==> src/rtl/core/rfidhx_pkg.sv <==
// shared types and constants of the rfid ascii hex frame matcher
package rfidhx_pkg;

  localparam int TAG_W            = 40;
  localparam int BYTE_W           = 8;
  localparam int CNT_W            = 3;
  localparam int IDX_W            = 3;
  localparam int DCNT_W           = 4;
  localparam int CFG_IDX_W        = 3;
  localparam int NUM_TAG_REGS     = 4;
  localparam int DIGITS_PER_FRAME = 12;
  localparam int TAG_DIGITS       = 10;

  // framing and digit codes
  localparam logic [BYTE_W-1:0] ASCII_STX  = 8'h02;
  localparam logic [BYTE_W-1:0] ASCII_ETX  = 8'h03;
  localparam logic [BYTE_W-1:0] ASCII_LF   = 8'h0A;
  localparam logic [BYTE_W-1:0] ASCII_CR   = 8'h0D;
  localparam logic [BYTE_W-1:0] ASCII_ZERO = 8'h30;
  localparam logic [BYTE_W-1:0] ASCII_NINE = 8'h39;
  localparam logic [BYTE_W-1:0] ASCII_A_UP = 8'h41;
  localparam logic [BYTE_W-1:0] ASCII_F_UP = 8'h46;

  typedef enum logic [CFG_IDX_W-1:0] {
    CFG_TAG_COUNT = 3'd0,
    CFG_TAG_A     = 3'd1,
    CFG_TAG_B     = 3'd2,
    CFG_TAG_C     = 3'd3,
    CFG_TAG_D     = 3'd4
  } cfg_reg_e;

  localparam logic [CNT_W-1:0] TAG_COUNT_RESET = 3'd4;
  localparam logic [TAG_W-1:0] TAG_RESET [NUM_TAG_REGS] = '{
    40'h0100C1A6B3, 40'h0100C216B5, 40'h0100C201E5, 40'h0100C20086
  };

  // what the frame parser reports for one item
  typedef struct packed {
    logic                done;
    logic [TAG_W-1:0]    tag;
    logic [BYTE_W-1:0]   check;
    logic                check_ok;
    logic                bad;
  } frame_res_t;

endpackage

==> src/rtl/core/rfidhx_frame.sv <==
// frame parser: header hunt, hex digit decode, tag and checksum assembly
module rfidhx_frame
  import rfidhx_pkg::*;
(
  input  logic              clk_i,
  input  logic              rst_ni,
  input  logic              step_i,
  input  logic [BYTE_W-1:0] byte_i,
  output frame_res_t        res_o
);

  logic              in_frame_q, in_frame_d;
  logic [DCNT_W-1:0] cnt_q, cnt_d;
  logic [3:0]        high_q, high_d;
  logic [TAG_W-1:0]  tag_q, tag_d;
  logic [BYTE_W-1:0] check_q, check_d;
  logic [BYTE_W-1:0] xor_q, xor_d;
  logic              bad_q, bad_d;

  logic [3:0]        nib;
  logic              ok_digit;
  logic [BYTE_W-1:0] pair;
  logic              is_term;
  logic              last_digit;

  // upper-case hex decode, anything else reads as zero and flags an error
  always_comb begin
    nib      = 4'd0;
    ok_digit = 1'b0;
    if (byte_i inside {[ASCII_ZERO:ASCII_NINE]}) begin
      nib      = 4'(byte_i - ASCII_ZERO);
      ok_digit = 1'b1;
    end else if (byte_i inside {[ASCII_A_UP:ASCII_F_UP]}) begin
      nib      = 4'(byte_i - ASCII_A_UP) + 4'd10;
      ok_digit = 1'b1;
    end
  end

  assign pair       = {high_q, nib};
  assign is_term    = byte_i inside {ASCII_CR, ASCII_LF, ASCII_ETX, ASCII_STX};
  assign last_digit = cnt_q == DCNT_W'(DIGITS_PER_FRAME - 1);

  // frame state update
  always_comb begin
    in_frame_d = in_frame_q;
    cnt_d      = cnt_q;
    high_d     = high_q;
    tag_d      = tag_q;
    check_d    = check_q;
    xor_d      = xor_q;
    bad_d      = bad_q;
    if (step_i) begin
      if (!in_frame_q || is_term || last_digit) begin
        // header, abort or frame end all start from a clean frame
        in_frame_d = !in_frame_q && (byte_i == ASCII_STX);
        cnt_d      = '0;
        high_d     = '0;
        tag_d      = '0;
        check_d    = '0;
        xor_d      = '0;
        bad_d      = 1'b0;
      end else begin
        bad_d = bad_q | !ok_digit;
        cnt_d = cnt_q + DCNT_W'(1);
        if (!cnt_q[0]) begin
          high_d = nib;
        end else if (cnt_q < DCNT_W'(TAG_DIGITS)) begin
          tag_d = {tag_q[TAG_W-BYTE_W-1:0], pair};
          xor_d = xor_q ^ pair;
        end else begin
          check_d = pair;
        end
      end
    end
  end

  // twelfth digit completes the frame; the tag is already whole by then
  always_comb begin
    res_o.done     = step_i && in_frame_q && !is_term && last_digit;
    res_o.tag      = tag_q;
    res_o.check    = pair;
    res_o.check_ok = xor_q == pair;
    res_o.bad      = bad_q | !ok_digit;
  end

  always_ff @(posedge clk_i or negedge rst_ni) begin
    if (!rst_ni) begin
      in_frame_q <= 1'b0;
      cnt_q      <= '0;
      high_q     <= '0;
      tag_q      <= '0;
      check_q    <= '0;
      xor_q      <= '0;
      bad_q      <= 1'b0;
    end else begin
      in_frame_q <= in_frame_d;
      cnt_q      <= cnt_d;
      high_q     <= high_d;
      tag_q      <= tag_d;
      check_q    <= check_d;
      xor_q      <= xor_d;
      bad_q      <= bad_d;
    end
  end

endmodule

==> src/rtl/core/rfidhx_match.sv <==
// table lookup: first enabled entry equal to the tag, 1-based
module rfidhx_match
  import rfidhx_pkg::*;
#(
  parameter int USED = 4
) (
  input  logic [TAG_W-1:0]           tag_i,
  input  logic [CNT_W-1:0]           count_i,
  input  logic [USED-1:0][TAG_W-1:0] entries_i,
  output logic [IDX_W-1:0]           idx_o
);

  // parallel compares, lowest entry wins
  always_comb begin
    idx_o = '0;
    for (int i = USED - 1; i >= 0; i--) begin
      if (count_i > CNT_W'(i) && entries_i[i] == tag_i) begin
        idx_o = IDX_W'(i + 1);
      end
    end
  end

endmodule

==> src/rtl/core/rfid_ascii_hex_frame_matcher_core.sv <==
// top level of the rfid ascii hex frame matcher
// a result is loaded as its last digit leaves the input register
// throughput: one item per cycle unless stalled, set by the single input register
// ahead of the parser; it stalls only while a done result waits in the result register
// reset clears the frame state and the valid bits of both registers, tag_count reads 4
// reset loads the default tag table; no clearing pass is needed
module rfid_ascii_hex_frame_matcher_core
  import rfidhx_pkg::*;
#(
  parameter int TABLE_ENTRIES = 4
) (
  input  logic                 clk_i,
  input  logic                 rst_ni,
  input  logic                 in_valid_i,
  output logic                 in_stall_o,
  input  logic [BYTE_W-1:0]    rx_byte_i,
  output logic                 out_valid_o,
  input  logic                 out_stall_i,
  output logic [TAG_W-1:0]     tag_value_o,
  output logic [BYTE_W-1:0]    received_check_o,
  output logic                 check_ok_o,
  output logic [IDX_W-1:0]     match_index_o,
  output logic                 digit_error_o,
  input  logic                 cfg_we_i,
  input  logic [CFG_IDX_W-1:0] cfg_idx_i,
  input  logic [TAG_W-1:0]     cfg_data_i
);

  localparam int USED = (TABLE_ENTRIES < NUM_TAG_REGS) ? TABLE_ENTRIES : NUM_TAG_REGS;

  logic                      in_vld_q;
  logic [BYTE_W-1:0]         in_byte_q;
  logic                      in_accept;
  logic                      advance;
  logic [CNT_W-1:0]          count_q;
  logic [USED-1:0][TAG_W-1:0] entries_q;
  frame_res_t                frame_res;
  logic [IDX_W-1:0]          match_idx;
  logic                      load_res;
  logic                      out_vld_d;

  // handshake: the input register moves on whenever the result slot can take a result
  assign advance    = in_vld_q && (!out_valid_o || !out_stall_i);
  assign in_stall_o = in_vld_q && !advance;
  assign in_accept  = in_valid_i && !in_stall_o;
  assign load_res   = advance && frame_res.done;
  assign out_vld_d  = load_res || (out_valid_o && out_stall_i);

  // input register
  always_ff @(posedge clk_i or negedge rst_ni) begin
    if (!rst_ni) begin
      in_vld_q <= 1'b0;
    end else if (in_accept || advance) begin
      in_vld_q <= in_accept;
    end
  end

  always_ff @(posedge clk_i) begin
    if (in_accept) begin
      in_byte_q <= rx_byte_i;
    end
  end

  // configuration registers
  always_ff @(posedge clk_i or negedge rst_ni) begin
    if (!rst_ni) begin
      count_q <= TAG_COUNT_RESET;
      for (int i = 0; i < USED; i++) begin
        entries_q[i] <= TAG_RESET[i];
      end
    end else if (cfg_we_i) begin
      if (cfg_idx_i == CFG_TAG_COUNT) begin
        count_q <= cfg_data_i[CNT_W-1:0];
      end
      for (int i = 0; i < USED; i++) begin
        if (cfg_idx_i == 3'(CFG_TAG_A) + 3'(i)) begin
          entries_q[i] <= cfg_data_i;
        end
      end
    end
  end

  rfidhx_frame u_frame (
    .clk_i  (clk_i),
    .rst_ni (rst_ni),
    .step_i (advance),
    .byte_i (in_byte_q),
    .res_o  (frame_res)
  );

  rfidhx_match #(
    .USED (USED)
  ) u_match (
    .tag_i     (frame_res.tag),
    .count_i   (count_q),
    .entries_i (entries_q),
    .idx_o     (match_idx)
  );

  // result register
  always_ff @(posedge clk_i or negedge rst_ni) begin
    if (!rst_ni) begin
      out_valid_o <= 1'b0;
    end else begin
      out_valid_o <= out_vld_d;
    end
  end

  always_ff @(posedge clk_i) begin
    if (load_res) begin
      tag_value_o      <= frame_res.tag;
      received_check_o <= frame_res.check;
      check_ok_o       <= frame_res.check_ok;
      match_index_o    <= frame_res.bad ? '0 : match_idx;
      digit_error_o    <= frame_res.bad;
    end
  end

endmodule

==> config.mk <==
export PLATFORM = sky130hd
export DESIGN_NAME = rfid_ascii_hex_frame_matcher_core
export DESIGN_NICKNAME = d
export VERILOG_FILES = /design/src/rtl/core/rfidhx_pkg.sv /design/src/rtl/core/rfidhx_frame.sv /design/src/rtl/core/rfidhx_match.sv /design/src/rtl/core/rfid_ascii_hex_frame_matcher_core.sv
export SDC_FILE = /design/constraint.sdc
export NUM_CORES = 1
export LEC_CHECK = 0
export ABC_AREA = 0
export ABC_CLOCK_PERIOD_IN_PS = 10100
export BUFFER_PORTS_ARGS = -buffer_cell sky130_fd_sc_hd__buf_2
export CAP_MARGIN = 20
export CORE_ASPECT_RATIO = 2
export CORE_MARGIN = 5
export CORE_UTILIZATION = 40
export DETAILED_ROUTE_END_ITERATION = 8
export HOLD_SLACK_MARGIN = 0.05
export PLACE_DENSITY = 0.58
export REMOVE_ABC_BUFFERS = 1
export SETUP_SLACK_MARGIN = 0.02
export SYNTH_ARGS = -nofsm -noshare
export SYNTH_HDL_FRONTEND = slang
export SYNTH_SLANG_ARGS = --single-unit
==> constraint.sdc <==
create_clock -name clk_i -period 10.1 [get_ports clk_i]
set_input_delay 2.525 -clock clk_i [delete_from_list [all_inputs] [get_ports clk_i]]
set_output_delay 2.525 -clock clk_i [all_outputs]
set_load 0.02 [all_outputs]
**Yosys cells after proc, flatten, opt, wreduce, memory -nomap -nowiden**

Cells that the tools add are included.
W data, S select, Z words.

- Flip-flop bits (word level): 284
- Bits in latches: 0
- Memory bits (writable): 0
- Bits in read-only memories: 0
- Input bits: 56
- Output and inout port bits: 55
- Logic and storage cells: 110
- Memories: 0

- Add/sub/neg operators: 4
- $mul: 0
- Div/mod/pow operators: 0
- Order comparisons: 9
- Eq/ne operators: 15
- Shift-type cells: 0
- Multiplexer cells: 18
- Bitwise operators: 2
- Reductions and logical operators: 41

Operators with widths:

| cell | count |
|---|---|
| $eq A40 B40 Y1 | 4 |
| $mux W40 | 3 |
| $mux W8 | 3 |
| $mux W4 | 5 |
| $eq A8 B2 Y1 const B | 2 |
| $eq A8 B4 Y1 const B | 2 |
| $logic_and A1 B1 Y1 | 15 |
| $reduce_and A2 Y1 | 7 |
| $eq A8 B8 Y1 | 1 |
| $ge A8 B6 Y1 const B | 1 |
| $ge A8 B7 Y1 const B | 1 |
| $le A8 B6 Y1 const B | 1 |
| $le A8 B7 Y1 const B | 1 |
| $sub A4 B1 Y4 const B | 2 |
| $xor A8 B8 Y8 | 1 |
| $logic_not A1 Y1 | 7 |
| $eq A3 B2 Y1 const B | 2 |
| $gt A3 B1 Y1 const B | 2 |
| $gt A3 B2 Y1 const B | 2 |
| $logic_or A1 B1 Y1 | 5 |
| $add A4 B1 Y4 const B | 1 |
| $add A4 B4 Y4 const B | 1 |
| $eq A4 B4 Y1 const B | 1 |
| $lt A4 B4 Y1 const B | 1 |
| 13 further kinds | 18 |

**Longest topological paths before layout**

- Depth after elaboration: 8
- Depth in mapped cells: 10
- Mapped depth without buffers: 9

**Hierarchy**

Synthesis repeated with hierarchy kept, for this count alone.

- Cell total of the unflattened synthesis: 891
- Area total of the unflattened synthesis: 12573.3 um2

Modules (own cells, without submodules):

| module | times used | cells an instance | area an instance (um2) |
|---|---|---|---|
| rfid_ascii_hex_frame_matcher_core | 1 | 422 | 8054.0 |
| rfidhx_frame | 1 | 235 | 2665.1 |
| rfidhx_match | 1 | 234 | 1854.3 |

**Worst setup path after synthesis**

No wires, ideal clock.

- Kind: input-to-reg
- Start: input out_stall_i
- End: register check_ok_o, enable pin
- Data arrival time: 5289 ps
- Data required time: 9636 ps
- Slack: 4347 ps
- Cell stages on the path: 4
- Buffers on the path: 0
- Cells stage by stage: nand2_1 -> nand2_1 -> or3_1 -> nor2_1

- Longest elaborated chain between the ends: 7

Ends and longest elaborated chain:

| element | RTL line | RTL |
|---|---|---|
| start: declaration | rfid_ascii_hex_frame_matcher_core.sv:18 | `input logic out_stall_i,` |
| $logic_not A1 Y1 (*) | rfid_ascii_hex_frame_matcher_core.sv:43 | `assign advance = in_vld_q && (!out_valid_o \|\| !out_stall_i);` |
| $logic_or A1 B1 Y1 (*) | rfid_ascii_hex_frame_matcher_core.sv:43 |  |
| $logic_and A1 B1 Y1 (*) | rfid_ascii_hex_frame_matcher_core.sv:43 |  |
| $logic_and A1 B1 Y1 (3 in a row) | rfidhx_frame.sv:79 | `res_o.done = step_i && in_frame_q && !is_term && last_digit;` |
| $logic_and A1 B1 Y1 (*) | rfid_ascii_hex_frame_matcher_core.sv:46 | `assign load_res = advance && frame_res.done;` |
| net load_res | rfid_ascii_hex_frame_matcher_core.sv:39 | `logic load_res;` |
| end signal: assignment | rfid_ascii_hex_frame_matcher_core.sv:113 | `check_ok_o <= frame_res.check_ok;` |
| end: declaration | rfid_ascii_hex_frame_matcher_core.sv:21 | `output logic check_ok_o,` |

The timed path passes the listed nets; every way through them passes the cells marked *.
A chain may end at the register's enable or synchronous reset.

**Final worst setup path**

- Start: input out_stall_i
- End: output in_stall_o

- Longest elaborated chain between the ends: 5

Ends and longest elaborated chain:

| element | RTL line | RTL |
|---|---|---|
| $logic_not A1 Y1 | rfid_ascii_hex_frame_matcher_core.sv:43 |  |
| $logic_or A1 B1 Y1 | rfid_ascii_hex_frame_matcher_core.sv:43 |  |
| $logic_and A1 B1 Y1 | rfid_ascii_hex_frame_matcher_core.sv:43 |  |
| $logic_not A1 Y1 | rfid_ascii_hex_frame_matcher_core.sv:44 | `assign in_stall_o = in_vld_q && !advance;` |
| $logic_and A1 B1 Y1 | rfid_ascii_hex_frame_matcher_core.sv:44 |  |
| end: declaration | rfid_ascii_hex_frame_matcher_core.sv:15 | `output logic in_stall_o,` |

Every way passes these cells.

==> impl_metrics.yaml <==
routing:
  firstDrtPassIters: 4
  vias: 7512
  routed_via_density: 5.19
  wire_per_inst_um: 21.6
  drc_errors: 0
  totalWireLength_mm: 31.2
  drt-initial-drc-count: 336
  ant_nets: 0
logic_synthesis:
  synth_xor_xnor_area_share_pct: 11.4
  synthAdderAreaFrac_pct: 0.496
  synthMuxAreaShare_pct: 14.5
  synth_simple_gate_area_share_pct: 6.18
  synth_seq_area_share_pct: 59.1
  synth-edff-count: 61
  ys_ff_latch: 284
  yosys_most_used_dff: "dfrtp_1"
  syn-cell-area_um2: 12600
  synth_compound_area_share_pct: 5.39
  syn_inst: 925
  ys_warn_count: 0
  synth_cell_types: 58
  synth_top_family_by_area: "multiplexers"
  syn_avg_cell_area_um2: 13.6
  synthArstFlopShare_pct: 78.5
min_path:
  min_to: "u_frame.xor_q[4]"
  hold_path.class: "flop to flop"
  worstHoldStart: "u_frame.xor_q[4]"
  whs_path_depth: 1
sta:
  setup_slack_ns: 4.66
  finalSetupTns_ns: 0
  rsz0062_at_grt: "no"
  fin_skew_ns: 0.0137
  fmax_mhz: 184
  hold_viol_final: 0
  tightest_slew_ns: 0.934
  final-setup-viol-count: 0
  slew_headroom_pct: 37.7
  slew_violations: 0
  period_needed_ns: 5.44
  fin_crit_sh_pct: 53.8
global_routing:
  overflow: 0
  antenna_found_initial: 1
  grt_pass1_vias: 7972
  grt_max_degree: 83
  grt_pass1_wl_mm: 48.5
  grt_usage_pct: 17.9
clock_tree:
  postCtsSetupRepairBufs: 0
  clk_pin_slew_ns: 0.06
  cts_buffers: 27
  cts_root_buffer: "clkbuf_16"
  cts_htree_levels: 1
  clock_path_buffers: 3
  cts_tree: "yes"
  clk_latency_ns: 0.54
  clock-sinks: 284
  ctsHoldBuffers: 0
  cts_resized: 0
worst_setup_path:
  crit_required_ns: 7.58
  r2r.worst_path.cells: 8
  timing.rr.start: "in_byte_q[0]"
  cp-start-kind: "input pin"
  cpLargestDelayFamily: "buffers and inverters"
  criticalPathCategory: "input pin to output pin"
  worstPathArrival_ns: 2.91
  worstReg2RegEnd: "tag_value_o[25]"
  reg2reg_slack_ns: 7.08
  critPathCaptureType: "output pin"
  cp_cell_sequence: "buf_2 > nand3_1 > inv_1 > buf_2"
  path_max_fanout: 3
  critical-path-max-stage-delay_ns: 0.15
  worst-path-buf-inv: 3
  cp_slowest_cell: "buf_2"
  crit_top_cell: "buf_2"
die:
  start_util_pct: 40.3
  fp.dieW_um: 136
  rows: 92
  fp.coreArea_um2: 31300
  die_y_um: 261
  boundaryPins: 111
  dieArea_um2: 35400
final_layout:
  final_area_um2: 14400
  nNetsFinal: 1064
  layout-drive-gt1-share_pct: 37.1
  area_delta_synth_final_pct: 13.9
placed_design:
  hpwl_mm: 21.4
  placed_area_um2: 13600
  pre_cts_slack_ns: 4.66
  gp_congestion: 0.823
  portBuffers: 110
pwr:
  max-vdd-ir-drop_v: 0.000148
  p_leak_nw: 6.13
  powerDensity_nw_per_um2: 193
status:
  outcome: "complete, no violations"
flow_run:
  drv_cap: 0
## synth_stat cells, drive strengths merged, types with 5 or more instances
master	instances	area (um2)
a21oi	5	25.0
buf	10	63.8
xnor2	74	648
o31ai	6	45.0
edfxtp	61	1830
nand3	11	55.1
nor4	26	169
dfstp	43	1130
dfrtp	180	4500
xor2	91	797
nor3	9	45.0
nand2	29	109
o2bb2ai	5	50.0
ha	5	62.6
a22o	34	298
inv	16	60.1
nor2	16	62.6
nand4	21	131
clkbuf	61	229
o21ai	17	85.1
mux2	161	1810
## sequential cells by signal (all words and copies together), names as in the netlist
signal	flops
in_vld_q	1
u_frame.tag_q	40
entries_q	160
out_valid_o	1
u_frame.bad_q	1
digit_error_o	1
u_frame.xor_q	8
u_frame.high_q	4
received_check_o	8
in_byte_q	8
check_ok_o	1
u_frame.cnt_q	4
tag_value_o	40
match_index_o	3
count_q	3
u_frame.in_frame_q	1
## stage by stage
stage / util [%] / hold slack, ns / cells / power [mW]
final: 45.9 / 0.487 / 1447 / 2.78
after floorplan: - / 0.457 / 854 / 1.71
after CTS: 45.9 / 0.489 / 1446 / 2.82
after global routing: 45.9 / 0.515 / 1447 / 2.91
after detailed placement: 43.3 / 0.478 / 1397 / 1.85
after global placement: 43.3 / 0.473 / 1397 / 1.83
## cell usage in the layout (no fill, tap or decap), types with 3 or more instances in the layout
| cell | netlist | routed |
|---|---|---|
| inv_1 | 15 | 15 |
| xor2_1 | 91 | 91 |
| clkbuf_16 | 0 | 27 |
| nor3_1 | 9 | 8 |
| a221o_1 | 3 | 3 |
| clkinv_2 | 0 | 6 |
| nand3_1 | 11 | 11 |
| buf_2 | 3 | 109 |
| and3_1 | 3 | 3 |
| nand2_1 | 29 | 29 |
| and2_1 | 3 | 3 |
| a22o_1 | 34 | 34 |
| o21ai_0 | 11 | 11 |
| nor2_1 | 15 | 13 |
| a21oi_1 | 5 | 5 |
| mux2_2 | 161 | 161 |
| dfstp_2 | 43 | 43 |
| nor4_1 | 25 | 25 |
| clkbuf_1 | 61 | 6 |
| xnor2_1 | 74 | 74 |
| nand3b_1 | 3 | 3 |
| buf_4 | 0 | 10 |
| o31ai_1 | 6 | 5 |
| o2bb2ai_1 | 4 | 4 |
| edfxtp_1 | 61 | 61 |
| o21ai_1 | 6 | 6 |
| dfrtp_1 | 180 | 180 |
| clkinv_1 | 0 | 5 |
| nand4_1 | 21 | 21 |
| ha_1 | 5 | 5 |
## worst reg2reg max path: cells and delay by family, from the launching register on
| family | cells | cell delay [ns] |
|---|---|---|
| buffers and inverters | 2 | 0.82 |
| and+or+nand+nor | 3 | 0.83 |
| AOI/OAI and AO/OA | 2 | 0.20 |
| DFF | 1 | 0.51 |
| adders and majority gates | 1 | 0.26 |
## cells by family after synthesis
kind of cell               count (synthesis)
AOI/OAI and AO/OA                         84
xor gates and xnor gates                 165
adders and majority gates                  5
buffers and inverters                     87
DFF                                      284
muxes                                    162
and+or+nand+nor                          138
## how the worst max path moves through the flow
stage / slack [ns] / end / cells after the start / startpoint
3_5_place_dp: 4.66 / in_stall_o / 4 / out_stall_i
6_report: 4.66 / in_stall_o / 4 / out_stall_i
5_1_grt: 4.62 / in_stall_o / 4 / out_stall_i
4_1_cts: 4.66 / in_stall_o / 4 / out_stall_i
2_1_floorplan: 2.94 / entries_q[40] / 2 / cfg_idx_i[2]
3_3_place_gp: 4.65 / in_stall_o / 4 / out_stall_i
## metal layers
layer | vias up | part of all wire (%) | GRT usage (%) | wire [um]
met2 | 166 | 50 | 30.6 | 15700
met5 | - | 0 | 0 | 0
met4 | 0 | 3.4 | 6.53 | 1070
li1 | 3431 | - | - | -
met3 | 55 | 3.9 | 2.11 | 1230
met1 | 3860 | 42 | 23.5 | 13200
## power breakdown
group          switching [mW]  internal [mW]
Clock                   0.430          0.531
Sequential              0.101           1.34
Combinational           0.170          0.203
Total                   0.701           2.08
## layout make-up
cell class	instances	area, um2
clock inverter	14	95.1
fill	2920	16900
multi-input combinational	554	4870
tap	423	529
sequential	284	7470
timing repair buffer	120	636
inverter	16	60.1
antenna	1	2.50
clock buffer	35	726
(Power assumes the default switching activity.)
